===== src/sv/gbps_pkg.sv =====
package gbps_pkg;

  // Fixed-point formats
  localparam int FRAC_BITS = 16;
  localparam int DT_BITS   = 16;
  localparam int NUM_AXES  = 3;

  // Configuration register indexes
  localparam int CFG_IDX_W = 4;
  localparam logic [CFG_IDX_W-1:0] CFG_STEP_DT    = 4'd0;
  localparam logic [CFG_IDX_W-1:0] CFG_BOX_HALF_X = 4'd1;
  localparam logic [CFG_IDX_W-1:0] CFG_BOX_HALF_Y = 4'd2;
  localparam logic [CFG_IDX_W-1:0] CFG_BOX_HALF_Z = 4'd3;

  // Reset values
  localparam logic [15:0] STEP_DT_RESET  = 16'd655;
  localparam logic [30:0] BOX_HALF_RESET = 31'(64'd1 << FRAC_BITS);

  // Queue between the front and the back
  localparam int QDEPTH = 4;
  localparam int QPTR_W = $clog2(QDEPTH);
  localparam int QCNT_W = $clog2(QDEPTH + 1);

  typedef struct packed {
    logic signed [31:0] pos_x;
    logic signed [31:0] pos_y;
    logic signed [31:0] pos_z;
    logic signed [31:0] vel_x;
    logic signed [31:0] vel_y;
    logic signed [31:0] vel_z;
    logic        [31:0] mass;
    logic               last_particle;
  } gbps_in_t;

  typedef struct packed {
    logic signed [31:0] new_pos_x;
    logic signed [31:0] new_pos_y;
    logic signed [31:0] new_pos_z;
    logic signed [31:0] new_vel_x;
    logic signed [31:0] new_vel_y;
    logic signed [31:0] new_vel_z;
    logic        [63:0] impulse_x;
    logic        [63:0] impulse_y;
    logic        [63:0] impulse_z;
    logic               end_of_pass;
    logic        [31:0] step_count;
  } gbps_out_t;

  typedef struct packed {
    logic [15:0] step_dt;
    logic [30:0] box_half_x;
    logic [30:0] box_half_y;
    logic [30:0] box_half_z;
  } gbps_cfg_t;

  // Classified particle handed from the front to the back
  typedef struct packed {
    logic [NUM_AXES-1:0][31:0] pos;
    logic [NUM_AXES-1:0][31:0] vel;
    logic [NUM_AXES-1:0][31:0] mag;
    logic [NUM_AXES-1:0]       hit;
    logic [31:0]               mass;
    logic                      last;
  } gbps_entry_t;

  typedef struct packed {
    logic              full;
    logic              empty;
    logic [QCNT_W-1:0] count;
  } gbps_q_status_t;

endpackage


===== src/sv/gbps_queue.sv =====
module gbps_queue (
  input  logic                    clk,
  input  logic                    rst,
  input  logic                    push,
  input  gbps_pkg::gbps_entry_t   push_data,
  input  logic                    pop,
  output gbps_pkg::gbps_entry_t   pop_data,
  output gbps_pkg::gbps_q_status_t status
);

  localparam int DEPTH = gbps_pkg::QDEPTH;
  localparam int PW    = gbps_pkg::QPTR_W;
  localparam int CW    = gbps_pkg::QCNT_W;

  gbps_pkg::gbps_entry_t mem [DEPTH];
  logic [PW-1:0] wr_ptr, rd_ptr;
  logic [CW-1:0] count;

  assign pop_data     = mem[rd_ptr];
  assign status.count = count;
  assign status.full  = (count == CW'(DEPTH));
  assign status.empty = (count == '0);

  // Storage
  always_ff @(posedge clk) begin
    if (push) mem[wr_ptr] <= push_data;
  end

  // Pointers and fill count
  always_ff @(posedge clk) begin
    if (rst) begin
      wr_ptr <= '0;
      rd_ptr <= '0;
      count  <= '0;
    end else begin
      if (push) wr_ptr <= PW'((32'(wr_ptr) + 1) % DEPTH);
      if (pop)  rd_ptr <= PW'((32'(rd_ptr) + 1) % DEPTH);
      if (push && !pop) begin
        count <= count + CW'(1);
      end else if (pop && !push) begin
        count <= count - CW'(1);
      end
    end
  end

endmodule


===== config.mk =====
export PLATFORM = sky130hd
export DESIGN_NAME = gbps_queue
export DESIGN_NICKNAME = d
export VERILOG_FILES = /design/src/sv/gbps_pkg.sv /design/src/sv/gbps_queue.sv
export SDC_FILE = /design/constraint.sdc
export NUM_CORES = 1
export LEC_CHECK = 0
export BUFFER_PORTS_ARGS = -buffer_cell sky130_fd_sc_hd__buf_2
export CAP_MARGIN = 5
export CORE_MARGIN = 2
export CORE_UTILIZATION = 45
export DETAILED_ROUTE_END_ITERATION = 6
export PLACE_DENSITY_LB_ADDON = 0.25
export SYNTH_ARGS = -nofsm -noshare
export SYNTH_HDL_FRONTEND = slang
export SYNTH_SLANG_ARGS = --single-unit

===== constraint.sdc =====
create_clock -name clk -period 10 [get_ports clk]
set_clock_uncertainty 0.15 [all_clocks]
set_input_delay 1 -clock clk [delete_from_list [all_inputs] [get_ports clk]]
set_output_delay 1 -clock clk [all_outputs]
set_load 0.02 [all_outputs]

==> results of run 1 <==
-- worst max-delay path, cell delays in order (launching register included) --
cell and delay (ns):
dfxtp_4 0.61, buf_4 0.61, buf_12 0.64, mux4_2 0.65, buf_2 0.19
-- power groups by stage --
stage / logic, W / clock network (W) / registers (W)
2_1_floorplan: 0.000838 / 0 / 0.00653
3_3_place_gp: 0.00131 / 0 / 0.00645
3_5_place_dp: 0.00132 / 0 / 0.00647
4_1_cts: 0.00133 / 0.00494 / 0.00636
5_1_grt: 0.00139 / 0.00514 / 0.00637
6_report: 0.00130 / 0.00481 / 0.00635
-- cell type report --
type	count	area [sq um]	area share [%]
antenna	21	52.55	0.09338
sequential	1305	39110	69.49
multi-input combinational	354	7537	13.39
inverter	4	15.01	0.02668
clock buffer	180	3654	6.492
tap	1380	1727	3.068
timing repair buffer	672	3541	6.292
clock inverter	66	645.6	1.147
-- per-layer routing --
| metal | share of wire [%] | GRT usage (%) | vias to the layer above |
|---|---|---|---|
| met2 | 50 | 28.42 | 650 |
| li1 | - | - | 9108 |
| met4 | 2.2 | 5.574 | 54 |
| met1 | 37 | 21.22 | 11060 |
| met3 | 10 | 7.802 | 202 |
| met5 | 0.35 | 0 | - |
-- cell usage in the layout (no fill, tap or decap), types with 2 or more instances in the layout --
cell type / synthesis / layout
and2_4: 0 / 4
buf_12: 0 / 11
buf_2: 35 / 656
buf_4: 0 / 5
bufinv_16: 0 / 10
clkbuf_1: 8 / 40
clkbuf_16: 0 / 140
clkinv_1: 0 / 16
clkinv_2: 0 / 25
clkinv_4: 0 / 2
clkinv_8: 0 / 3
clkinvlp_4: 0 / 4
dfxtp_1: 9 / 7
dfxtp_4: 0 / 2
diode_2: 0 / 21
edfxtp_1: 1296 / 1296
ha_1: 5 / 5
inv_1: 4 / 4
inv_6: 0 / 5
mux2i_1: 2 / 2
mux4_2: 324 / 324
nor2_1: 7 / 7
xnor2_1: 2 / 2
xor2_1: 3 / 3
-- synth_stat cells --
cell type | instances | area (sq um)
dfxtp_1 | 9 | 180.2
xor2_1 | 3 | 26.28
nor3_1 | 1 | 5.000
or3_1 | 1 | 6.260
nand2_1 | 1 | 3.750
clkbuf_1 | 8 | 30.03
o21ai_0 | 1 | 5.000
fa_1 | 1 | 20.02
xnor2_1 | 2 | 17.52
buf_2 | 35 | 175.2
ha_1 | 5 | 62.56
inv_1 | 4 | 15.01
edfxtp_1 | 1296 | 38920
buf_6 | 30 | 337.8
a21oi_1 | 1 | 5.000
nor2_1 | 7 | 26.28
nor3b_1 | 1 | 7.510
mux4_2 | 324 | 7297
and2_1 | 4 | 25.02
mux2i_1 | 2 | 20.02
-- sequential cells by signal, summed over array words and instances, names as in the netlist, named ones only --
signal  flops
mem      1296
count       3
rd_ptr      2
wr_ptr      2
-- kinds of logic (layout without fill, tap and decap cells) --
family	count (synthesis)	count (layout)
DFF	1305	1305
muxes	326	326
buffers and inverters	77	922
and+or+nand+nor	15	15
adders and majority gates	6	6
xor gates and xnor gates	5	5
AOI/OAI and AO/OA	2	2
other	0	21
-- metrics by stage --
step / setup WS, ns / total power, W / cell area, sq um / hold WS (ns) / util [%]
2_1_floorplan: 0.8227 / 0.007368 / 47180 / 0.3347 / -
3_3_place_gp: 5.614 / 0.007765 / 51920 / 0.3579 / 50.03
3_5_place_dp: 5.624 / 0.007795 / 51920 / 0.3702 / 50.03
4_1_cts: 5.003 / 0.01263 / 56220 / 0.2562 / 54.17
5_1_grt: 4.855 / 0.01289 / 56240 / 0.2843 / 54.18
6_report: 5.239 / 0.01246 / 56280 / 0.3305 / 54.22
-- how the worst max path moves through the flow --
stage | startpoint | cells after the start | slack [ns] | endpoint
final | flop | 4 | 5.24 | pop_data[233]
after global routing | flop | 4 | 4.86 | pop_data[293]
after CTS | flop | 4 | 5.00 | pop_data[293]
after detailed placement | push | 4 | 5.62 | mem[2][138]$_DFFE_PP_
after global placement | push | 4 | 5.61 | mem[2][110]$_DFFE_PP_
after floorplan | push | 1 | 0.82 | mem[0][0]$_DFFE_PP_
==> results.sh, run 1 <==
export IMPL_outcome="completed"
export IMPL_grt_pass1_vias=22160
export IMPL_fmax_mhz=210.1
export IMPL_min_path_type="in -> reg"
export IMPL_cts_sinks=1305
export IMPL_yosys_warnings=0
export IMPL_crit_required_ns=8.85
export IMPL_synthXorXnorAreaFrac_pct=0.09281
export IMPL_synth_compound_area_share_pct=0.02121
export IMPL_cp_max_fo=101
export IMPL_numCtsBuffers=133
export IMPL_seq_area_frac_synth_pct=82.86
export IMPL_clockBufferDepth=3
export IMPL_die_y_microns=327.8
export IMPL_drt_iter0_markers=1362
export IMPL_post_cts_setup_buffers=0
export IMPL_vdd_ir_drop_max_uv=172.9
export IMPL_synth_area_sq_um=47180
export IMPL_whs_path_depth=1
export IMPL_drive_gt1_share_pct=46.18
export IMPL_rsz0062_at_grt="false"
export IMPL_pwr_share_seq_pct=51.0
export IMPL_grt_use_total_pct=17.56
export IMPL_setup_viol=0
export IMPL_crit_type="reg -> out"
export IMPL_coreArea_sq_um=103800
export IMPL_p_sw_w=0.002831
export IMPL_netlist_instances=1736
export IMPL_num_nets_final=2804
export IMPL_syn_num_nets=2070
export IMPL_syn2layout_area_growth_pct=19.27
export IMPL_hold_buffers=0
export IMPL_h_tree_depth=4
export IMPL_synth_top_family_by_area="multiplexers"
export IMPL_clockRootBuffer="clkbuf_16"
export IMPL_antenna_found_initial=42
export IMPL_cp_arrival_ns=3.61
export IMPL_dr_total_vias=21070
export IMPL_max_cap_violations=0
export IMPL_slew_viol_final=0
export IMPL_rows=118
export IMPL_dp_cells=3715
export IMPL_path_clk_slew_ns=0.06
export IMPL_rrSetupSlack_ns=6.30
export IMPL_reg2reg_to="mem[2][289]$_DFFE_PP_"
export IMPL_setup_worst_path_end_class="output pin"
export IMPL_hold_path_end="mem[0][233]$_DFFE_PP_"
export IMPL_grt_max_degree=154
export IMPL_drc=0
export IMPL_dp_final_hpwl_microns=57550
export IMPL_p_int_w=0.009631
export IMPL_initial_utilization_pct=45.46
export IMPL_synthMuxAreaShare_pct=15.51
export IMPL_synth_cell_types=20
export IMPL_hp_start="push_data[233]"
export IMPL_pwr_share_clk_pct=38.6
export IMPL_startpoint_type="flop"
export IMPL_routed_wl_microns=95200
export IMPL_gp_congestion=0.7415
export IMPL_pwr_share_comb_pct=10.4
export IMPL_io_pins=657
export IMPL_fill_cells=7797
export IMPL_ant_nets=0
export IMPL_first_pass_iters=5
export IMPL_fp_dieArea_sq_um=107500
export IMPL_numPortBuffers=656
export IMPL_switching_share_pct=22.72
export IMPL_power_density_nw_per_um2=221.4
export IMPL_r2r_start="wr_ptr[0]$_SDFFE_PP0P_"
export IMPL_hold_viol=0
export IMPL_vias_per_cell=5.291
export IMPL_post_route_min_period_ns=4.761
export IMPL_synth_adder_area_share_pct=0.1750
export IMPL_fin_cells=3982
export IMPL_grt_ovfl_total=0
export IMPL_cts_tree="built"
export IMPL_cts_resized=0
export IMPL_yosys_area_share_simple_pct=0.1565
export IMPL_avgRoutedWirePerCell_microns=23.91
export IMPL_max_slew_margin_rel_pct=17.84
export IMPL_period_share_pct=47.61
export IMPL_p_leak_nw=18.68
export IMPL_avgSynthCellArea_sq_um=27.18
export IMPL_tightest_slew_ns=1.232
export IMPL_grt_pass1_wl_microns=139500
export IMPL_ys_ff_latch=1305
export IMPL_die_width_microns=327.8
export IMPL_r2r_cells=5
export IMPL_clk_latency_ns=0.72
export IMPL_finalSetupTns_ns=0
Power figures use the tool's default switching activity.
==> inputs of run 2 (changes only) <==
--- a/config.mk
+++ b/config.mk
@@ -5,6 +5,7 @@
 export SDC_FILE = /design/constraint.sdc
 export NUM_CORES = 1
 export LEC_CHECK = 0
+export ABC_AREA = 1
 export BUFFER_PORTS_ARGS = -buffer_cell sky130_fd_sc_hd__buf_2
 export CAP_MARGIN = 5
 export CORE_MARGIN = 2
==> constraint.sdc (replaced) <==
create_clock -name clk -period 4.05 [get_ports clk]
set_clock_uncertainty 0.15 [all_clocks]
set_input_delay 0.405 -clock clk [delete_from_list [all_inputs] [get_ports clk]]
set_output_delay 0.405 -clock clk [all_outputs]
set_load 0.02 [all_outputs]
==> run 2 against run 1 <==
Net effect: worst hold slack got worse by 0.062 ns; total power rose by 150%; critical path type unchanged; first-iteration DRC count rose by 46%; largest cell class unchanged; largest power group unchanged; register-to-register slack got worse by 4.5 ns.
==> results.sh, run 2 <==
export IMPL_outcome="completed"
export IMPL_antenna_found_initial=15
export IMPL_synth_area_leaders="edfxtp_1 81%, o21ai_0 6.1%, nor2_1 5.1%"
export IMPL_hp_start="push_data[8]"
export IMPL_clockRootBuffer="clkbuf_16"
export IMPL_vdd_ir_drop_max_uv=405.1
export IMPL_multi_input_area_sq_um=7926
export IMPL_drive_gt1_share_pct=21.85
export IMPL_largest_reg_flops=1296
export IMPL_h_tree_depth=4
export IMPL_dp_final_hpwl_microns=69760
export IMPL_io_pins=657
export IMPL_post_route_min_period_ns=3.551
export IMPL_cp_max_fo=207
export IMPL_ys_ff_latch=1305
export IMPL_synthFlopType="edfxtp_1"
export IMPL_yosys_warnings=0
export IMPL_synth_area_sq_um=48310
export IMPL_grt_max_degree=208
export IMPL_cts_sinks=1305
export IMPL_die_y_microns=331.6
export IMPL_path_clk_slew_ns=0.06
export IMPL_grt_ovfl_total=0
export IMPL_rrSetupSlack_ns=1.76
export IMPL_reg_top3="mem (1296), count (3)"
export IMPL_synth_top_area_share_pct=80.56
export IMPL_cp_cell_sequence="clkinv_16 -> buf_12 -> nor2_1 -> o22ai_1 -> buf_2"
export IMPL_synth_edf_count=1296
export IMPL_slew_viol_final=0
export IMPL_reg2reg_to="mem[0][136]$_DFFE_PP_"
export IMPL_power_density_nw_per_um2=505.3
export IMPL_setup_worst_path_end_class="output pin"
export IMPL_max_slew_margin_rel_pct=23.92
export IMPL_pwr_share_seq_pct=50.8
export IMPL_switching_share_pct=24.10
export IMPL_fmax_mhz=281.6
export IMPL_die_width_microns=331.6
export IMPL_synth_common_cells="1296 x edfxtp_1, 654 x nor2_1, 586 x o21ai_0, 324 x o22ai_1, 92 x buf_2"
export IMPL_dp_slack_ns=1.317
export IMPL_fin_area_sq_um=60610
export IMPL_rsz0062_at_grt="false"
export IMPL_p_int_w=0.02325
export IMPL_setup_viol=0
export IMPL_synth_cell_types=21
export IMPL_tightest_slew_ns=1.141
export IMPL_final_common_cell="edfxtp_1"
export IMPL_crit_required_ns=3.49
export IMPL_drt_iter0_markers=1984
export IMPL_slowest_delay_ns=0.51
export IMPL_p_sw_w=0.007383
export IMPL_dr_total_vias=30370
export IMPL_clockBufferDepth=3
export IMPL_worst_slack_ns=0.4988
export IMPL_regArea_sq_um=39110
export IMPL_gp_congestion=0.7840
export IMPL_pwr_share_clk_pct=38.0
export IMPL_netlist_instances=3190
export IMPL_seq_area_frac_synth_pct=80.93
export IMPL_rows=120
export IMPL_fill_cells=8441
export IMPL_synth_top_cell_by_area="edfxtp_1"
export IMPL_avgSynthCellArea_sq_um=15.14
export IMPL_synth_async_reset_ratio_pct=0
export IMPL_grt_use_total_pct=21.09
export IMPL_syn_num_nets=3524
export IMPL_first_pass_iters=5
export IMPL_p_leak_nw=21.16
export IMPL_ant_nets=0
export IMPL_cts_tree="built"
export IMPL_max_cap_violations=0
export IMPL_num_nets_final=4513
export IMPL_cp_arrival_ns=3.00
export IMPL_r2r_start="wr_ptr[0]$_SDFFE_PP0P_"
export IMPL_r2r_cells=6
export IMPL_numCtsBuffers=136
export IMPL_initial_utilization_pct=45.25
export IMPL_cpMaxStageDelayCell="buf_12"
export IMPL_clk_latency_ns=0.74
export IMPL_hold_viol=0
export IMPL_hold_path_end="mem[1][8]$_DFFE_PP_"
export IMPL_min_path_type="in -> reg"
export IMPL_crit_type="reg -> out"
export IMPL_vias_per_cell=5.325
export IMPL_cts_resized=0
export IMPL_pwr_share_comb_pct=11.1
export IMPL_top_register="mem"
export IMPL_yosysMostFrequentCell="edfxtp_1"
export IMPL_syn2layout_area_growth_pct=25.48
export IMPL_period_share_pct=87.68
export IMPL_coreArea_sq_um=106800
export IMPL_drc=0
export IMPL_post_cts_setup_buffers=0
export IMPL_numPortBuffers=656
export IMPL_whs_path_depth=2
export IMPL_layout_common_cells="1296 x edfxtp_1, 656 x buf_2, 654 x nor2_1"
export IMPL_dpl_cell_area_sq_um=53130
export IMPL_avgRoutedWirePerCell_microns=20.78
export IMPL_fp_dieArea_sq_um=110000
export IMPL_routed_wl_microns=118500
export IMPL_grt_pass1_vias=30210
export IMPL_startpoint_type="flop"
export IMPL_grt_pass1_wl_microns=178700
run 2: cell count changes in the layout (fill, tap and decap cells not counted), moves of 5 or more:
cell,previous run,this run
nor2_1,7,654
o21ai_1,0,67
clkbuf_1,40,29
o22ai_1,0,324
buf_4,5,54
inv_1,4,9
mux4_2,324,0
clkinv_1,16,33
o21ai_0,1,586
buf_12,11,27
dlygate4sd3_1,0,328
nand2_1,1,6
run 2: cell families (layout without fill, tap and decap cells):
family | after synthesis | after routing | share of synthesized area, %
adders and majority gates | 6 | 6 | 0.1709
buffers and inverters | 231 | 1325 | 2.688
DFF | 1305 | 1305 | 80.93
other | 0 | 17 | 0
xor gates and xnor gates | 1 | 1 | 0.01813
and+or+nand+nor | 667 | 667 | 5.196
AOI/OAI and AO/OA | 980 | 980 | 10.99
run 2: critical path: cells and delay by family, from the launching register on:
kind	cells	cell delay, ns
compound gates	1	0.40
buf+inv	3	0.93
flops	1	0.42
simple gates	1	0.09
run 2: power groups by stage:
stage / Sequential (W) / Clock, W / Combinational, W
after CTS: 0.0156 / 0.0119 / 0.00343
after global routing: 0.0156 / 0.0124 / 0.00366
after global placement: 0.0158 / 0 / 0.00311
after detailed placement: 0.0159 / 0 / 0.00314
after floorplan: 0.0160 / 0 / 0.00180
final: 0.0156 / 0.0117 / 0.00340
run 2: timing repair:
item / in CTS / in global routing
hold buffers: 328 / 0
hold endpoints to repair: 1305 / 0
setup endpoints to repair: 0 / 0
run 2: per-stage QoR:
step                TNS (ns)  power, W  instances  utilization [%]  hold WS, ns
CTS                        0   0.03089       5687            56.74       0.1979
floorplan           -2522.93   0.01775       3190                -       0.2615
global route               0   0.03168       5700            56.77       0.2407
global placement           0   0.01896       5116            49.77       0.3265
detailed placement         0   0.01900       5116            49.77       0.3130
finish                     0   0.03063       5704            56.78       0.2683
run 2: routing by layer:
metal  GRT usage [%]  vias to the layer above  share of wire, %
met1           26.13                    15110                41
met3           4.788                      220               6.1
met4           9.113                        4               3.6
met5               0                        -             0.023
li1                -                    14150                 -
met2           35.61                      886                50
run 2: worst max-delay path by stage:
stage | start | to | slack [ns] | cells past startpoint
finish | flop | pop_data[232] | 0.50 | 5
global route | flop | pop_data[232] | 0.31 | 5
CTS | flop | pop_data[232] | 0.51 | 5
detailed placement | flop | pop_data[232] | 1.32 | 5
global placement | flop | pop_data[232] | 1.39 | 5
floorplan | wr_ptr[0]$_SDFFE_PP0P_ | mem[0][0]$_DFFE_PP_ | -1.96 | 4
run 2: cell type report:
type                            count  area share (%)
Inverter                           17          0.1858
Clock inverter                     74          0.9000
Antenna cell                       17         0.07018
Sequential cell                  1305           64.52
Tap cell                         1403           2.896
Clock buffer                      169           5.959
Timing Repair Buffer             1065           12.39
Multi-Input combinational cell   1654           13.08
